## src/rtl/core/ssm_pkg.sv

```systemverilog
// shared types and constants of the insertion sorter chain
// no dependencies
`default_nettype none

package ssm_pkg;

  localparam int unsigned DataW = 32;

  typedef logic signed [DataW-1:0] data_t;

  typedef enum logic {
    ST_LOAD,
    ST_EMIT
  } state_e;

  // per-cycle command broadcast to every cell
  typedef struct packed {
    logic insert;
    logic pop;
  } ctrl_t;

endpackage

`default_nettype wire

```

## src/rtl/core/ssm_cell.sv

```systemverilog
// one cell of the sorting chain: holds a value and its valid bit
// depends on ssm_pkg
`default_nettype none

module ssm_cell (
  input  logic           clk_i,
  input  logic           rst_ni,
  input  ssm_pkg::ctrl_t ctrl_i,
  input  ssm_pkg::data_t new_val_i,
  input  logic           left_gt_i,
  input  ssm_pkg::data_t left_val_i,
  input  logic           left_valid_i,
  input  ssm_pkg::data_t right_val_i,
  input  logic           right_valid_i,
  output ssm_pkg::data_t val_o,
  output logic           valid_o,
  output logic           gt_o
);
  import ssm_pkg::*;

  data_t val_q, val_d;
  logic  valid_q, valid_d;

  // empty cells act as plus infinity
  assign gt_o    = !valid_q || (val_q > new_val_i);
  assign val_o   = val_q;
  assign valid_o = valid_q;

  always_comb begin
    val_d   = val_q;
    valid_d = valid_q;
    if (ctrl_i.pop) begin
      val_d   = right_val_i;
      valid_d = right_valid_i;
    end else if (ctrl_i.insert && gt_o) begin
      if (left_gt_i) begin
        val_d   = left_val_i;
        valid_d = left_valid_i;
      end else begin
        val_d   = new_val_i;
        valid_d = 1'b1;
      end
    end
  end

  always_ff @(posedge clk_i or negedge rst_ni) begin
    if (!rst_ni) begin
      valid_q <= 1'b0;
    end else begin
      valid_q <= valid_d;
    end
  end

  always_ff @(posedge clk_i) begin
    val_q <= val_d;
  end

endmodule

`default_nettype wire
```

## config.mk

```make
export PLATFORM = sky130hd
export DESIGN_NAME = ssm_cell
export DESIGN_NICKNAME = d
export VERILOG_FILES = /design/src/rtl/core/ssm_pkg.sv /design/src/rtl/core/ssm_cell.sv
export SDC_FILE = /design/constraint.sdc
export NUM_CORES = 1
export LEC_CHECK = 0
export BUFFER_PORTS_ARGS = -buffer_cell sky130_fd_sc_hd__buf_2
export CORE_UTILIZATION = 48
export DETAILED_ROUTE_END_ITERATION = 10
export HOLD_SLACK_MARGIN = 0.12
export PLACE_DENSITY = 0.82
export SYNTH_ARGS = -nofsm -noshare
export SYNTH_HDL_FRONTEND = slang
export SYNTH_SLANG_ARGS = --single-unit
```

## constraint.sdc

```tcl
create_clock -name clk_i -period 6.4 [get_ports clk_i]
set_input_delay 0.96 -clock clk_i [delete_from_list [all_inputs] [get_ports clk_i]]
set_output_delay 0.96 -clock clk_i [all_outputs]
set_load 0.01 [all_outputs]
```

==> impl_metrics.json <==
{
  "synth.distinct_cells": 30,
  "clkLatencyLatePin_ns": 0.28,
  "p_per_area_nw_per_um2": 197.3,
  "wl_per_cell_um": 13.09,
  "worst-path-max-fanout": 5,
  "fmax_ghz": 0.2662,
  "synth-seq-cells": 33,
  "path_class": "input pin to primary output",
  "cts-root-buf": "clkbuf_8",
  "grt_first_pass_wirelength_um": 9453,
  "ys_seq_area_share_pct": 39.03,
  "cts.htree.levels": 2,
  "required_ns": 5.44,
  "die-area_um2": 5557,
  "syn_nets": 400,
  "cts_made_buffers": 5,
  "hold_buffers": 0,
  "min_period_ns": 3.757,
  "die_w_um": 74.55,
  "core_um2": 5075,
  "setup.worst_path.end_class": "primary output",
  "n_antenna_cell": 0,
  "start_kind": "input pin",
  "num_io_pins": 137,
  "rows": 26,
  "clock_skew_ns": 0.006264,
  "max_stage_delay_ns": 0.47,
  "area_delta_synth_final_pct": 33.43,
  "max_cap_violations": 0,
  "drcViolationCount": 0,
  "dp_slack_ns": 2.640,
  "vias_per_cell": 5.098,
  "cts_sinks": 33,
  "cts_resized": 0,
  "cp_common_cell": "buf_2",
  "max-vdd-ir-drop_mv": 0.1361,
  "outcome": "complete, no violations",
  "period_share_pct": 58.70,
  "fin_nets": 534,
  "postRouteAntennaNets": 0,
  "rsz0062_at_grt": "false",
  "crit_slowest_cell": "nor4_1",
  "dpl.hpwl_um": 4896,
  "firstDrtPassIters": 4,
  "clk_pin_slew_ns": 0.07,
  "arrival_ns": 2.80,
  "leakage_uw": 0.001775,
  "finalSetupTns_ns": 0,
  "slew_viol_final": 0,
  "hold_class": "input pin to asynchronous set/reset pin",
  "routed_wirelength_um": 6151,
  "vias": 2396,
  "overflow": 0,
  "relSlewSlack_pct": 35.65,
  "tightest_slew_ns": 0.9653,
  "fin_ws_ns": 2.643,
  "synth.avg_cell_area_um2": 9.533,
  "cts_buffer_depth": 2,
  "grt_pass1_vias": 2237,
  "post_cts_buffers": 0,
  "cts_tree": "built",
  "grt_max_degree": 69,
  "grtUsageTotal_pct": 22.46,
  "io_buffers": 136,
  "synth_area_um2": 2526,
  "finalSetupViolations": 0,
  "die_y_um": 74.55,
  "drive_above_1_share_pct": 37.00,
  "regToRegSetupSlack_ns": 3.39,
  "antenna_found_initial": 0,
  "drt_iter0_markers": 55,
  "hold_viol_final": 0,
  "path_cells": "buf_2 > inv_1 > ha_1 > nand4_2 > nor4_1 > o31ai_1 > a31oi_1 > nand2b_1 > buf_2",
  "initial_core_util_pct": 49.78,
  "yosysWarnings": 0,
  "synth_cells": 265,
  "utilization_pct": 66.42,
  "gp_congestion": 0.7534
}
## logic make-up after synthesis
logic type	count (synthesis)	share of synthesized area, %
flip-flops	33	39.03
multiplexers	32	12.68
adder cells (fa/ha/maj)	32	15.85
AO/OA/AOI/OAI	64	14.31
AND/OR/NAND/NOR	61	11.59
buffers and inverters	43	6.538
## synth_stat cells
| cell type | count | area (um^2) |
|---|---|---|
| nand4_1 | 7 | 43.79 |
| o31ai_1 | 1 | 7.510 |
| a31o_1 | 1 | 8.760 |
| a211oi_1 | 1 | 7.510 |
| o211ai_1 | 2 | 15.01 |
| ha_1 | 32 | 400.4 |
| buf_2 | 3 | 15.01 |
| nor3b_1 | 1 | 7.510 |
| inv_1 | 32 | 120.1 |
| a221o_1 | 1 | 10.01 |
| nor4_1 | 2 | 12.51 |
| nor2_1 | 2 | 7.510 |
| a21oi_1 | 16 | 80.08 |
| edfxtp_1 | 32 | 960.9 |
| a2111oi_0 | 1 | 8.760 |
| nor2b_1 | 1 | 6.260 |
| nand3_1 | 4 | 20.02 |
| o21ai_0 | 35 | 175.2 |
| nand2_1 | 38 | 142.6 |
| nor3_2 | 1 | 10.01 |
| nand4_2 | 2 | 25.02 |
| nand2b_1 | 2 | 12.51 |
| a31oi_1 | 1 | 6.260 |
| o21a_1 | 1 | 7.510 |
| a21o_1 | 3 | 22.52 |
| nor3_1 | 1 | 5.000 |
| dfrtp_1 | 1 | 25.02 |
| clkbuf_1 | 8 | 30.03 |
| a211oi_2 | 1 | 12.51 |
| mux2i_1 | 32 | 320.3 |
## per-stage QoR
stage               cell area [um^2]  power, uW  std cells  hold slack [ns]
finish                          3371      665.1        470           0.4478
detailed placement              3264      479.4        462           0.7407
CTS                             3371      670.6        470           0.4397
global route                    3371      709.0        470           0.4341
global placement                3264      471.3        462           0.7198
floorplan                       2526      395.1        265           0.6644
## worst max-delay path, delay by kind of cell
kind,cells,cell delay [ns]
AO/OA/AOI/OAI,2,0.43
buffers and inverters,3,0.25
AND/OR/NAND/NOR,3,0.78
adder cells (fa/ha/maj),1,0.36
## where the power goes
group / internal (uW) / switching (uW) / leakage [uW]
clock network: 115 / 76.4 / 0.0000528
logic: 88.4 / 103 / 0.00138
registers: 268 / 13.7 / 0.000341
## layer usage
| layer | routed length [um] | up-vias | GRT usage (%) |
|---|---|---|---|
| li1 | - | 1228 | - |
| met1 | 2606 | 1061 | 25.66 |
| met2 | 3060 | 99 | 41.84 |
| met3 | 425 | 8 | 5.827 |
| met4 | 59 | 0 | 4.822 |
| met5 | 0 | - | 0 |
## area by class of cell
class                   count  area, um^2
repair buffers            138       695.7
clock buffers               6       72.57
inverters                  32       120.1
multi-input cells         189        1375
clock inverters             2       33.78
flip-flops and latches     33       985.9
well taps                  70       87.58
fillers                   429        1704
## sequential cells by signal (all words and copies together), names as in the netlist
name and flops:
val_o 32, valid_o 1
## layout by cell type, fill, tap and decap left out, types with 3 or more instances in the layout
master / netlist / layout
buf_2: 3 / 136
nand2_1: 38 / 38
o21ai_0: 35 / 35
inv_1: 32 / 32
mux2i_1: 32 / 32
ha_1: 32 / 32
edfxtp_1: 32 / 32
a21oi_1: 16 / 16
nand4_1: 7 / 7
clkbuf_8: 0 / 5
nand3_1: 4 / 4
a21o_1: 3 / 3
## worst paths after layout
| kind | startpoint | cells after the start | end |
|---|---|---|---|
| setup / recovery | new_val_i[31] | 9 | gt_o |
| hold / removal | rst_ni | 1 | valid_o |
| setup reg to reg | val_o[31] | 7 | val_o[6] |
| hold reg to reg | valid_o | 4 | valid_o |
| max in group asynchronous | rst_ni | 1 | valid_o |
| min in group clk_i | valid_o | 4 | valid_o |
No activity file was read; power rests on OpenSTA's default activity.
